### src/rtl/core/mrmp_pkg.sv
// shared types, constants and the sequencer microprogram for the matrix power block
package mrmp_pkg;

    localparam int W_DATA       = 31;
    localparam int W_INDEX      = 32;
    localparam int EXP_BITS_DEF = 32;
    localparam int RF_DEPTH     = 24;
    localparam int W_ADDR       = 5;
    localparam int W_PC         = 6;
    localparam int W_MCNT       = $clog2(W_DATA);

    typedef logic [W_DATA-1:0] t_word;
    typedef logic [W_ADDR-1:0] t_addr;
    typedef logic [W_PC-1:0]   t_pc;

    typedef enum logic [3:0] {
        OP_LD0  = 4'd0,
        OP_LD1  = 4'd1,
        OP_LDA  = 4'd2,
        OP_LDB  = 4'd3,
        OP_MUL  = 4'd4,
        OP_ADD  = 4'd5,
        OP_SUB  = 4'd6,
        OP_BRS  = 4'd7,
        OP_BIT  = 4'd8,
        OP_NEXT = 4'd9,
        OP_OUT  = 4'd10
    } t_op;

    typedef struct packed {
        t_op   op;
        t_addr dst;
        t_addr sx;
        t_addr sy;
        t_pc   tgt;
    } t_ins;

    typedef struct packed {
        logic  start;
        t_word x;
        t_word y;
        t_word m;
    } t_mul_req;

    typedef struct packed {
        logic  done;
        t_word prod;
    } t_mul_rsp;

    // register file map
    localparam t_addr R_ZERO = 5'd0;
    localparam t_addr R_ONE  = 5'd1;
    localparam t_addr R_RA   = 5'd2;
    localparam t_addr R_RB   = 5'd3;
    localparam t_addr R_A    = 5'd4;
    localparam t_addr R_B    = 5'd5;
    localparam t_addr R_A2   = 5'd6;
    localparam t_addr R_S1   = 5'd7;
    localparam t_addr R_S2   = 5'd8;
    localparam t_addr R_TWO  = 5'd9;
    localparam t_addr R_T    = 5'd10;
    localparam t_addr R_N00  = 5'd11;
    localparam t_addr R_N01  = 5'd12;
    localparam t_addr R_N10  = 5'd13;
    localparam t_addr R_N11  = 5'd14;
    localparam t_addr R_B00  = 5'd15;
    localparam t_addr R_B01  = 5'd16;
    localparam t_addr R_B10  = 5'd17;
    localparam t_addr R_B11  = 5'd18;
    localparam t_addr R_C00  = 5'd19;
    localparam t_addr R_C01  = 5'd20;
    localparam t_addr R_C10  = 5'd21;
    localparam t_addr R_C11  = 5'd22;
    localparam t_addr R_RES  = 5'd23;

    localparam t_pc PC_LOOP = 6'd21;
    localparam t_pc PC_SQ   = 6'd38;
    localparam t_pc PC_OUT  = 6'd58;

    function automatic t_ins mk(t_op op, t_addr dst, t_addr sx, t_addr sy, t_pc tgt);
        t_ins ins;
        ins.op  = op;
        ins.dst = dst;
        ins.sx  = sx;
        ins.sy  = sy;
        ins.tgt = tgt;
        return ins;
    endfunction

    function automatic t_ins ucode(t_pc pc);
        t_ins ins;
        unique case (pc)
            // operand setup
            6'd0:  ins = mk(OP_LD0, R_ZERO, R_ZERO, R_ZERO, '0);
            6'd1:  ins = mk(OP_LD1, R_ONE,  R_ZERO, R_ZERO, '0);
            6'd2:  ins = mk(OP_LDA, R_RA,   R_ZERO, R_ZERO, '0);
            6'd3:  ins = mk(OP_LDB, R_RB,   R_ZERO, R_ZERO, '0);
            6'd4:  ins = mk(OP_MUL, R_A,    R_ONE,  R_RA,   '0);
            6'd5:  ins = mk(OP_MUL, R_B,    R_ONE,  R_RB,   '0);
            6'd6:  ins = mk(OP_MUL, R_A2,   R_A,    R_A,    '0);
            6'd7:  ins = mk(OP_ADD, R_S1,   R_A,    R_A,    '0);
            6'd8:  ins = mk(OP_ADD, R_T,    R_A2,   R_A2,   '0);
            6'd9:  ins = mk(OP_ADD, R_N00,  R_B,    R_B,    '0);
            6'd10: ins = mk(OP_ADD, R_S2,   R_T,    R_N00,  '0);
            6'd11: ins = mk(OP_ADD, R_TWO,  R_ONE,  R_ONE,  '0);
            6'd12: ins = mk(OP_BRS, R_ZERO, R_ZERO, R_ZERO, PC_OUT);
            // companion matrix and identity
            6'd13: ins = mk(OP_SUB, R_B10,  R_B,    R_A2,   '0);
            6'd14: ins = mk(OP_ADD, R_B00,  R_S1,   R_ZERO, '0);
            6'd15: ins = mk(OP_ADD, R_B01,  R_ONE,  R_ZERO, '0);
            6'd16: ins = mk(OP_ADD, R_B11,  R_ZERO, R_ZERO, '0);
            6'd17: ins = mk(OP_ADD, R_C00,  R_ONE,  R_ZERO, '0);
            6'd18: ins = mk(OP_ADD, R_C01,  R_ZERO, R_ZERO, '0);
            6'd19: ins = mk(OP_ADD, R_C10,  R_ZERO, R_ZERO, '0);
            6'd20: ins = mk(OP_ADD, R_C11,  R_ONE,  R_ZERO, '0);
            // loop head: skip accumulate on a zero exponent bit
            6'd21: ins = mk(OP_BIT, R_ZERO, R_ZERO, R_ZERO, PC_SQ);
            // acc = acc * base
            6'd22: ins = mk(OP_MUL, R_T,    R_C00,  R_B00,  '0);
            6'd23: ins = mk(OP_MUL, R_N00,  R_C01,  R_B10,  '0);
            6'd24: ins = mk(OP_ADD, R_N00,  R_T,    R_N00,  '0);
            6'd25: ins = mk(OP_MUL, R_T,    R_C00,  R_B01,  '0);
            6'd26: ins = mk(OP_MUL, R_N01,  R_C01,  R_B11,  '0);
            6'd27: ins = mk(OP_ADD, R_N01,  R_T,    R_N01,  '0);
            6'd28: ins = mk(OP_MUL, R_T,    R_C10,  R_B00,  '0);
            6'd29: ins = mk(OP_MUL, R_N10,  R_C11,  R_B10,  '0);
            6'd30: ins = mk(OP_ADD, R_N10,  R_T,    R_N10,  '0);
            6'd31: ins = mk(OP_MUL, R_T,    R_C10,  R_B01,  '0);
            6'd32: ins = mk(OP_MUL, R_N11,  R_C11,  R_B11,  '0);
            6'd33: ins = mk(OP_ADD, R_N11,  R_T,    R_N11,  '0);
            6'd34: ins = mk(OP_ADD, R_C00,  R_N00,  R_ZERO, '0);
            6'd35: ins = mk(OP_ADD, R_C01,  R_N01,  R_ZERO, '0);
            6'd36: ins = mk(OP_ADD, R_C10,  R_N10,  R_ZERO, '0);
            6'd37: ins = mk(OP_ADD, R_C11,  R_N11,  R_ZERO, '0);
            // base = base * base
            6'd38: ins = mk(OP_MUL, R_T,    R_B00,  R_B00,  '0);
            6'd39: ins = mk(OP_MUL, R_N00,  R_B01,  R_B10,  '0);
            6'd40: ins = mk(OP_ADD, R_N00,  R_T,    R_N00,  '0);
            6'd41: ins = mk(OP_MUL, R_T,    R_B00,  R_B01,  '0);
            6'd42: ins = mk(OP_MUL, R_N01,  R_B01,  R_B11,  '0);
            6'd43: ins = mk(OP_ADD, R_N01,  R_T,    R_N01,  '0);
            6'd44: ins = mk(OP_MUL, R_T,    R_B10,  R_B00,  '0);
            6'd45: ins = mk(OP_MUL, R_N10,  R_B11,  R_B10,  '0);
            6'd46: ins = mk(OP_ADD, R_N10,  R_T,    R_N10,  '0);
            6'd47: ins = mk(OP_MUL, R_T,    R_B10,  R_B01,  '0);
            6'd48: ins = mk(OP_MUL, R_N11,  R_B11,  R_B11,  '0);
            6'd49: ins = mk(OP_ADD, R_N11,  R_T,    R_N11,  '0);
            6'd50: ins = mk(OP_ADD, R_B00,  R_N00,  R_ZERO, '0);
            6'd51: ins = mk(OP_ADD, R_B01,  R_N01,  R_ZERO, '0);
            6'd52: ins = mk(OP_ADD, R_B10,  R_N10,  R_ZERO, '0);
            6'd53: ins = mk(OP_ADD, R_B11,  R_N11,  R_ZERO, '0);
            6'd54: ins = mk(OP_NEXT, R_ZERO, R_ZERO, R_ZERO, PC_LOOP);
            // s2 * P00 + s1 * P10
            6'd55: ins = mk(OP_MUL, R_T,    R_S2,   R_C00,  '0);
            6'd56: ins = mk(OP_MUL, R_N00,  R_S1,   R_C10,  '0);
            6'd57: ins = mk(OP_ADD, R_RES,  R_T,    R_N00,  '0);
            default: ins = mk(OP_OUT, R_ZERO, R_RES, R_ZERO, '0);
        endcase
        return ins;
    endfunction

endpackage

### src/rtl/core/mrmp_if.sv
// valid/ready channel interfaces for request and result transfers
interface mrmp_in_if;
    import mrmp_pkg::*;
    logic                 valid;
    logic                 ready;
    logic [W_DATA-1:0]    coef_a;
    logic [W_DATA-1:0]    coef_b;
    logic [W_INDEX-1:0]   term_index;
    logic [W_DATA-1:0]    modulus;

    modport source (output valid, coef_a, coef_b, term_index, modulus, input ready);
    modport sink   (input valid, coef_a, coef_b, term_index, modulus, output ready);
endinterface

interface mrmp_out_if;
    import mrmp_pkg::*;
    logic              valid;
    logic              ready;
    logic [W_DATA-1:0] term_value;

    modport source (output valid, term_value, input ready);
    modport sink   (input valid, term_value, output ready);
endinterface

### src/rtl/core/mrmp_modmul.sv
// bit-serial modular multiplier, one multiplier bit per cycle, msb first
module mrmp_modmul (
    input  logic                i_clk,
    input  logic                i_rst_n,
    input  mrmp_pkg::t_mul_req  i_req,
    output mrmp_pkg::t_mul_rsp  o_rsp
);
    import mrmp_pkg::*;

    logic [W_DATA-1:0] r_acc, n_acc;
    logic [W_DATA-1:0] r_y, n_y;
    logic [W_DATA-1:0] r_x, r_m;
    logic [W_MCNT-1:0] r_cnt, n_cnt;
    logic              r_busy, n_busy;
    logic              r_done, n_done;
    logic [W_DATA:0]   w_dbl, w_red1, w_sum, w_red2, w_mw;

    always_comb begin
        w_mw   = {1'b0, r_m};
        w_dbl  = {r_acc, 1'b0};
        w_red1 = (w_dbl >= w_mw) ? w_dbl - w_mw : w_dbl;
        w_sum  = w_red1 + (r_y[W_DATA-1] ? {1'b0, r_x} : '0);
        w_red2 = (w_sum >= w_mw) ? w_sum - w_mw : w_sum;
    end

    always_comb begin
        n_acc  = r_acc;
        n_y    = r_y;
        n_cnt  = r_cnt;
        n_busy = r_busy;
        n_done = 1'b0;
        if (i_req.start) begin
            n_acc  = '0;
            n_y    = i_req.y;
            n_cnt  = W_MCNT'(W_DATA - 1);
            n_busy = 1'b1;
        end else if (r_busy) begin
            n_acc = w_red2[W_DATA-1:0];
            n_y   = {r_y[W_DATA-2:0], 1'b0};
            n_cnt = r_cnt - 1'b1;
            if (r_cnt == '0) begin
                n_busy = 1'b0;
                n_done = 1'b1;
            end
        end
    end

    always_ff @(posedge i_clk) begin
        if (!i_rst_n) begin
            r_busy <= 1'b0;
            r_done <= 1'b0;
        end else begin
            r_busy <= n_busy;
            r_done <= n_done;
        end
        r_acc <= n_acc;
        r_y   <= n_y;
        r_cnt <= n_cnt;
        if (i_req.start) begin
            r_x <= i_req.x;
            r_m <= i_req.m;
        end
    end

    assign o_rsp.done = r_done;
    assign o_rsp.prod = r_acc;

endmodule

### src/rtl/core/modular_recurrence_matrix_power.sv
// top level: modular second-order recurrence term by 2x2 matrix power
//
//  channel  | dir | payload                                   | transfer
//  ---------+-----+-------------------------------------------+------------------
//  i_req    | in  | coef_a, coef_b, term_index, modulus       | valid & ready
//  o_rsp    | out | term_value                                | valid & ready
//
// one item at a time: i_req.ready is high only while idle
// index 0..2 skips the matrix power loop; every modular product goes through
// fetch, start and the single bit-serial multiplier, while add and subtract take
// a fetch and an execute step
// a zero modulus answers 0 without running the microprogram, straight from idle
// to the output step; the result holds until o_rsp takes it
// synchronous active-low reset returns the sequencer to idle
module modular_recurrence_matrix_power #(
    parameter int EXP_BITS = mrmp_pkg::EXP_BITS_DEF
) (
    input  logic       i_clk,
    input  logic       i_rst_n,
    mrmp_in_if.sink    i_req,
    mrmp_out_if.source o_rsp
);
    import mrmp_pkg::*;

    typedef enum logic [5:0] {
        S_IDLE   = 6'b000001,
        S_FETCH  = 6'b000010,
        S_EXEC   = 6'b000100,
        S_MSTART = 6'b001000,
        S_MWAIT  = 6'b010000,
        S_OUT    = 6'b100000
    } t_state;

    t_state              r_state, n_state;
    t_pc                 r_pc, n_pc;
    t_ins                r_ins, n_ins;
    t_word               r_a_raw, n_a_raw;
    t_word               r_b_raw, n_b_raw;
    t_word               r_m, n_m;
    logic [W_INDEX-1:0]  r_n, n_n;
    logic [EXP_BITS-1:0] r_exp, n_exp;
    logic                r_small, n_small;
    t_word               r_out, n_out;

    // register file, two registered read ports, one write port
    t_word               r_mem [RF_DEPTH];
    t_word               r_rdx, r_rdy;

    t_ins                w_ins;
    t_addr               w_ax;
    logic                w_we;
    t_addr               w_wa;
    t_word               w_wd;
    logic [W_DATA:0]     w_sum, w_addm;
    t_word               w_subm;
    logic [EXP_BITS-1:0] w_exp_shr;
    logic [W_INDEX-1:0]  w_e;
    t_mul_req            w_mreq;
    t_mul_rsp            w_mrsp;

    assign w_ins     = ucode(r_pc);
    assign w_exp_shr = r_exp >> 1;
    assign w_e       = i_req.term_index - W_INDEX'(2);

    // the output step reads the term picked by the index
    always_comb begin
        w_ax = w_ins.sx;
        if (w_ins.op == OP_OUT) begin
            priority if (r_n == W_INDEX'(0)) begin
                w_ax = R_TWO;
            end else if (r_n == W_INDEX'(1)) begin
                w_ax = R_S1;
            end else if (r_n == W_INDEX'(2)) begin
                w_ax = R_S2;
            end else begin
                w_ax = R_RES;
            end
        end
    end

    // modular add and subtract, operands already below the modulus
    always_comb begin
        w_sum  = {1'b0, r_rdx} + {1'b0, r_rdy};
        w_addm = (w_sum >= {1'b0, r_m}) ? w_sum - {1'b0, r_m} : w_sum;
        w_subm = (r_rdx >= r_rdy) ? r_rdx - r_rdy : r_rdx + (r_m - r_rdy);
    end

    always_comb begin
        w_mreq.start = (r_state == S_MSTART);
        w_mreq.x     = r_rdx;
        w_mreq.y     = r_rdy;
        w_mreq.m     = r_m;
    end

    mrmp_modmul u_modmul (
        .i_clk   (i_clk),
        .i_rst_n (i_rst_n),
        .i_req   (w_mreq),
        .o_rsp   (w_mrsp)
    );

    // sequencer
    always_comb begin
        n_state = r_state;
        n_pc    = r_pc;
        n_ins   = r_ins;
        n_a_raw = r_a_raw;
        n_b_raw = r_b_raw;
        n_m     = r_m;
        n_n     = r_n;
        n_exp   = r_exp;
        n_small = r_small;
        n_out   = r_out;
        w_we    = 1'b0;
        w_wa    = r_ins.dst;
        w_wd    = '0;
        unique case (r_state)
            S_IDLE: begin
                if (i_req.valid) begin
                    n_a_raw = i_req.coef_a;
                    n_b_raw = i_req.coef_b;
                    n_m     = i_req.modulus;
                    n_n     = i_req.term_index;
                    n_small = (i_req.term_index < W_INDEX'(3));
                    n_exp   = EXP_BITS'(w_e);
                    n_pc    = '0;
                    if (i_req.modulus == '0) begin
                        // no reduction possible, answer zero
                        n_out   = '0;
                        n_state = S_OUT;
                    end else begin
                        n_state = S_FETCH;
                    end
                end
            end
            S_FETCH: begin
                n_ins = w_ins;
                unique case (w_ins.op)
                    OP_BRS: begin
                        n_pc = r_small ? w_ins.tgt : r_pc + 1'b1;
                    end
                    OP_BIT: begin
                        n_pc = r_exp[0] ? r_pc + 1'b1 : w_ins.tgt;
                    end
                    OP_NEXT: begin
                        // stop once no set exponent bit remains
                        n_exp = w_exp_shr;
                        n_pc  = (w_exp_shr != '0) ? w_ins.tgt : r_pc + 1'b1;
                    end
                    OP_MUL: begin
                        n_pc    = r_pc + 1'b1;
                        n_state = S_MSTART;
                    end
                    default: begin
                        n_pc    = r_pc + 1'b1;
                        n_state = S_EXEC;
                    end
                endcase
            end
            S_EXEC: begin
                n_state = S_FETCH;
                unique case (r_ins.op)
                    OP_LD0: begin
                        w_we = 1'b1;
                        w_wd = '0;
                    end
                    OP_LD1: begin
                        w_we = 1'b1;
                        w_wd = W_DATA'(r_m != W_DATA'(1));
                    end
                    OP_LDA: begin
                        w_we = 1'b1;
                        w_wd = r_a_raw;
                    end
                    OP_LDB: begin
                        w_we = 1'b1;
                        w_wd = r_b_raw;
                    end
                    OP_ADD: begin
                        w_we = 1'b1;
                        w_wd = w_addm[W_DATA-1:0];
                    end
                    OP_SUB: begin
                        w_we = 1'b1;
                        w_wd = w_subm;
                    end
                    OP_OUT: begin
                        n_out   = r_rdx;
                        n_state = S_OUT;
                    end
                    default: begin
                        w_we = 1'b0;
                    end
                endcase
            end
            S_MSTART: begin
                n_state = S_MWAIT;
            end
            S_MWAIT: begin
                if (w_mrsp.done) begin
                    w_we    = 1'b1;
                    w_wd    = w_mrsp.prod;
                    n_state = S_FETCH;
                end
            end
            S_OUT: begin
                if (o_rsp.ready) begin
                    n_state = S_IDLE;
                end
            end
            default: begin
                n_state = S_IDLE;
            end
        endcase
    end

    always_ff @(posedge i_clk) begin
        if (!i_rst_n) begin
            r_state <= S_IDLE;
            r_pc    <= '0;
        end else begin
            r_state <= n_state;
            r_pc    <= n_pc;
        end
        r_ins   <= n_ins;
        r_a_raw <= n_a_raw;
        r_b_raw <= n_b_raw;
        r_m     <= n_m;
        r_n     <= n_n;
        r_exp   <= n_exp;
        r_small <= n_small;
        r_out   <= n_out;
    end

    always_ff @(posedge i_clk) begin
        if (w_we) begin
            r_mem[w_wa] <= w_wd;
        end
        if (r_state == S_FETCH) begin
            r_rdx <= r_mem[w_ax];
            r_rdy <= r_mem[w_ins.sy];
        end
    end

    assign i_req.ready      = (r_state == S_IDLE);
    assign o_rsp.valid      = (r_state == S_OUT);
    assign o_rsp.term_value = r_out;

`ifndef SYNTHESIS
    a_one_side: assert property (@(posedge i_clk) disable iff (!i_rst_n)
        !(i_req.ready && o_rsp.valid))
        else $error("request and result sides active together");

    a_reduced: assert property (@(posedge i_clk) disable iff (!i_rst_n)
        (o_rsp.valid && r_m != '0) |-> (o_rsp.term_value < r_m))
        else $error("result not reduced below modulus");

    a_mul_done: assert property (@(posedge i_clk) disable iff (!i_rst_n)
        w_mrsp.done |-> (r_state == S_MWAIT))
        else $error("multiplier finished outside the wait step");

    a_mul_start: assert property (@(posedge i_clk) disable iff (!i_rst_n)
        (r_state == S_MSTART) |=> (r_state == S_MWAIT))
        else $error("multiplier start not followed by wait");
`endif

endmodule

### src/flat_wrapper.sv
// flat-port wrapper written by rule: the top's interface ports become plain ports
module modular_recurrence_matrix_power_flat import mrmp_pkg::*;
#(
    parameter int EXP_BITS = mrmp_pkg::EXP_BITS_DEF
)
  (i_clk, i_rst_n, i_req_valid, i_req_coef_a, i_req_coef_b, i_req_term_index, i_req_modulus, i_req_ready, o_rsp_valid, o_rsp_term_value, o_rsp_ready);
  mrmp_in_if i_req_i ();
  mrmp_out_if o_rsp_i ();
  input  logic i_clk;
  input  logic i_rst_n;
  input wire logic [$bits(i_req_i.valid)-1:0] i_req_valid;
  input wire logic [$bits(i_req_i.coef_a)-1:0] i_req_coef_a;
  input wire logic [$bits(i_req_i.coef_b)-1:0] i_req_coef_b;
  input wire logic [$bits(i_req_i.term_index)-1:0] i_req_term_index;
  input wire logic [$bits(i_req_i.modulus)-1:0] i_req_modulus;
  output wire logic [$bits(i_req_i.ready)-1:0] i_req_ready;
  output wire logic [$bits(o_rsp_i.valid)-1:0] o_rsp_valid;
  output wire logic [$bits(o_rsp_i.term_value)-1:0] o_rsp_term_value;
  input wire logic [$bits(o_rsp_i.ready)-1:0] o_rsp_ready;
  assign i_req_i.valid = i_req_valid;
  assign i_req_i.coef_a = i_req_coef_a;
  assign i_req_i.coef_b = i_req_coef_b;
  assign i_req_i.term_index = i_req_term_index;
  assign i_req_i.modulus = i_req_modulus;
  assign i_req_ready = i_req_i.ready;
  assign o_rsp_valid = o_rsp_i.valid;
  assign o_rsp_term_value = o_rsp_i.term_value;
  assign o_rsp_i.ready = o_rsp_ready;
  modular_recurrence_matrix_power #(.EXP_BITS(EXP_BITS)) u_core (.i_clk(i_clk), .i_rst_n(i_rst_n), .i_req(i_req_i), .o_rsp(o_rsp_i));
endmodule
### config.mk
export PLATFORM = sky130hd
export DESIGN_NAME = modular_recurrence_matrix_power_flat
export DESIGN_NICKNAME = d
export VERILOG_FILES = /design/src/rtl/core/mrmp_pkg.sv /design/src/rtl/core/mrmp_if.sv /design/src/rtl/core/mrmp_modmul.sv /design/src/rtl/core/modular_recurrence_matrix_power.sv /design/src/flat_wrapper.sv
export SDC_FILE = /design/constraint.sdc
export NUM_CORES = 2
export LEC_CHECK = 0
export BUFFER_PORTS_ARGS = -buffer_cell sky130_fd_sc_hd__buf_2
export CELL_PAD_IN_SITES_DETAIL_PLACEMENT = 1
export CELL_PAD_IN_SITES_GLOBAL_PLACEMENT = 1
export CORE_MARGIN = 10
export CORE_UTILIZATION = 47
export DETAILED_ROUTE_END_ITERATION = 16
export PLACE_DENSITY_LB_ADDON = 0.1
export SLEW_MARGIN = 20
export SYNTH_ARGS = -nofsm -noshare
export SYNTH_HDL_FRONTEND = slang
export SYNTH_SLANG_ARGS = --single-unit
### constraint.sdc
create_clock -name i_clk -period 7.4 [get_ports i_clk]
set_clock_uncertainty 0.15 [all_clocks]
set_input_delay 1.11 -clock i_clk [delete_from_list [all_inputs] [get_ports i_clk]]
set_output_delay 1.11 -clock i_clk [all_outputs]
set_load 0.02 [all_outputs]
==> impl_metrics.py <==
metrics = {
    "status": {
        "status": "finished, final reports clean",
    },
    "synth": {
        "ys_seq_area_share_pct": 52.4,
        "syn_inst": 5882,
        "syn_avg_cell_area_sq_um": 11.2,
        "async_reset_ff_share_pct": 0,
        "synth_xor_area_share_pct": 2.88,
        "synth_mux_area_share_pct": 8.86,
        "synth_compound_area_share_pct": 13.1,
        "synth_flop_cell": "edfxtp_1",
        "synthDistinctLibCells": 98,
        "yosysWarnings": 0,
        "synth-simple-area-share_pct": 13.6,
        "synth-edff-count": 1097,
        "synth_area_sq_mm": 0.0657,
        "synth_area_leaders": "edfxtp_1 50%, mux4_2 7.4%, nand2_1 6.1%",
        "synth_area_leader_cell": "edfxtp_1",
        "synth_fa_ha_area_share_pct": 5.51,
        "netlist.area_leader.share_pct": 50.1,
        "syn_nets": 6279,
        "ys_ff_latch": 1171,
        "synth_top_family_by_area": "simple AND/OR/NAND/NOR gates",
    },
    "clock_network": {
        "cts_made_buffers": 134,
        "cts_tree": "built",
        "cts-root-buf": "clkbuf_16",
        "insertion_delay_ns": 0.81,
        "cts_max_path_buffers": 3,
        "h-tree-depth": 4,
        "clock_sinks": 1171,
        "hold_buffers": 0,
        "clk_pin_slew_ns": 0.06,
    },
    "worst_hold_path": {
        "hold_class": "register to register",
        "hold_start": "u_core.w_ins[18]",
    },
    "worst_setup_path": {
        "crit_type": "register to register",
        "cp_slowest_cell": "a2111oi_0",
        "path_delay_family": "compound AO/OA/AOI/OAI gates",
        "cp.arrival_ns": 7.57,
        "crit_path_start": "u_core.r_rdx[0]",
        "cp.buffers_inverters": 4,
        "endpoint_kind": "register",
        "cp_max_fo": 24,
        "worstPathCellList": "ha_1 > fa_1 > nor2b_1 > o311ai_1 > buf_4 > a311oi_1 > o311ai_2 > buf_4 > a211oi_2 > o31a_1 > a311oi_1 > xnor2_1 > ha_1 > a2111oi_0 > nand2_1 > a31oi_1 > a21bo_2 > o211ai_4 > buf_4 > mux2_2 > a222oi_1 > o211ai_1 > buf_4",
        "critPathLaunchType": "register",
        "required_ns": 7.76,
        "crit_path_max_incr_delay_ns": 0.59,
        "rr_startpoint": "u_core.r_rdx[0]",
        "cpMostUsedCell": "buf_4",
    },
    "global_route": {
        "grt_pass1_vias": 53191,
        "gr-total-overflow": 0,
        "antenna_found_initial": 7,
        "grt_max_degree": 143,
        "grt_util_all_layers_pct": 29.9,
        "grt_pass1_wl_mm": 351,
    },
    "timing": {
        "hold_violations": 0,
        "max_freq_ghz": 0.139,
        "maxSlewHeadroom_pct": 22.0,
        "slew_viol_final": 0,
        "period_share_pct": 97.6,
        "worst_slack_ns": 0.181,
        "tightest_slew_ns": 1.17,
        "worst_hold_slack_ns": 0.254,
        "rsz0062_at_grt": "true",
        "finalSetupViolations": 0,
        "fin_crit_ns": 7.22,
    },
    "power_and_ir_drop": {
        "power.density_mw_per_mm2": 253,
        "leakagePower_nw": 27.2,
        "peakVddDrop_mv": 0.185,
        "power.total_mw": 19.1,
    },
    "floorplan": {
        "dieArea_sq_mm": 0.155,
        "dieWidth_um": 394,
        "core_area_sq_mm": 0.139,
        "ios": 162,
        "rows": 137,
        "dieHeight_um": 394,
        "start_util_pct": 47.2,
    },
    "route": {
        "first_pass_iters": 5,
        "postRouteAntennaNets": 0,
        "drtIter0Drc": 4843,
        "wl_per_cell_um": 29.3,
        "drc": 0,
        "vias": 51715,
        "routed_wirelength_mm": 239,
        "viasPerCell": 6.33,
    },
    "cells_and_area": {
        "fin_area_sq_mm": 0.0757,
        "nFillCells": 14505,
        "mostFrequentLayoutCell": "edfxtp_1",
        "regArea_sq_mm": 0.0344,
        "areaGrowthSynthToFinish_pct": 15.1,
        "multiInputGateArea_sq_mm": 0.0297,
        "layout.nets": 6580,
        "layout_common_cells": "1097 x edfxtp_1, 1062 x nand2_1, 327 x a21oi_1, 316 x buf_4, 268 x inv_1",
        "drive_above_1_share_pct": 17.3,
    },
    "placed_design": {
        "dp_hpwl_mm": 162,
        "finalWeightedCongestion": 0.958,
        "placed_cell_area_sq_mm": 0.0705,
        "port_buffers": 161,
        "dpl_worst_slack_ns": -0.426,
    },
    "flow_run": {
        "drv_cap": 0,
    },
}
## area by class of cell
class                   count  share of cell area, %
clock inverters            68                   1.12
flip-flops and latches   1171                   45.5
well taps                1876                   3.10
multi-input cells        4096                   39.2
inverters                 277                   1.39
clock buffers             170                   4.78
diodes                      3                0.00992
repair buffers            503                   4.87
## worst paths after layout
check,end,slack [ns],cells past startpoint
max reg2reg,u_core.r_mem[3][7],0.18,23
max,u_core.r_mem[3][7],0.18,23
min,u_core.w_wa[2],0.25,0
min reg2reg,u_core.w_wa[2],0.25,0
## metal layers
layer	vias to the layer above	GRT usage, %	routed length [um]
met2	2058	49.9	115000
met3	474	4.82	16200
li1	22672	-	-
met4	4	10.9	9310
met1	26507	39.1	98800
met5	-	0	34
## sequential cells by signal (all words and copies together), names as in the netlist, 4 cells and up
| name | count |
|---|---|
| u_core.r_ins | 4 |
| u_core.r_rdx | 31 |
| u_core.r_rdy | 31 |
| u_core.w_ins | 24 |
| u_core.u_modmul.r_acc | 31 |
| u_core.r_a_raw | 31 |
| u_core.u_modmul.r_cnt | 5 |
| u_core.r_n | 32 |
| u_core.u_modmul.r_y | 31 |
| u_core.o_rsp.term_value | 31 |
| u_core.r_b_raw | 31 |
| u_core.r_exp | 32 |
| u_core.u_modmul.r_x | 31 |
| u_core.r_pc | 6 |
| u_core.r_m | 31 |
| u_core.r_mem | 744 |
| u_core.u_modmul.r_m | 31 |
| u_core.w_wa | 5 |
| u_core.r_state | 6 |
## cells in the mapped netlist, types with 41 or more instances
cell type	n
o21ai_0	241
ha_1	232
dfxtp_1	74
a21oi_1	336
nor3_1	58
mux2i_1	77
a31oi_1	98
clkbuf_1	265
nor4_1	50
a311oi_1	130
edfxtp_1	1097
inv_1	272
o21a_1	66
o21bai_1	41
nand3_1	180
xor2_1	69
and3_1	140
nand2_1	1064
mux4_2	217
a21o_1	79
xnor2_1	147
and2_1	54
nor2_1	295
## worst reg2reg max path, delay by kind of cell (launching register included)
family                   cells  cell delay (ns)
multiplexers                 1             0.33
flip-flops                   1             0.43
buffers and inverters        4             0.97
adder cells (fa/ha/maj)      3             0.94
AO/OA/AOI/OAI               12             3.62
XOR/XNOR                     1             0.19
AND/OR/NAND/NOR              2             0.31
## through the flow
stage | setup TNS, ns | std cells | utilization, %
2_1_floorplan | 0 | 5882 | -
3_3_place_gp | -3.36 | 7898 | 50.6
3_5_place_dp | -10.58 | 7898 | 50.6
4_1_cts | 0 | 8140 | 53.9
5_1_grt | -2.41 | 8161 | 54.4
6_report | 0 | 8164 | 54.4
## power by group
group          total, mW  leakage, nW  switching (mW)  internal (mW)
combinational       4.32         16.0            2.74           1.57
sequential          8.00         9.00           0.331           7.67
clock               6.82         2.16            2.85           3.98
## logic make-up (layout without fill, tap and decap cells)
| kind of cell | count (synthesis) | after routing |
|---|---|---|
| compound gates | 1296 | 1296 |
| fa+ha+maj | 268 | 268 |
| other cells | 0 | 3 |
| simple gates | 2005 | 2007 |
| buf+inv | 617 | 1018 |
| xor+xnor | 216 | 216 |
| flops | 1171 | 1171 |
| mux | 309 | 309 |
## what timing repair did
item                       CTS  global route
pin swaps                    7            35
gates resized for setup     16            77
gates cloned                 1             3
setup endpoints to repair   31           384
buffers inserted             3            18
No activity file was read; power rests on OpenSTA's default activity.
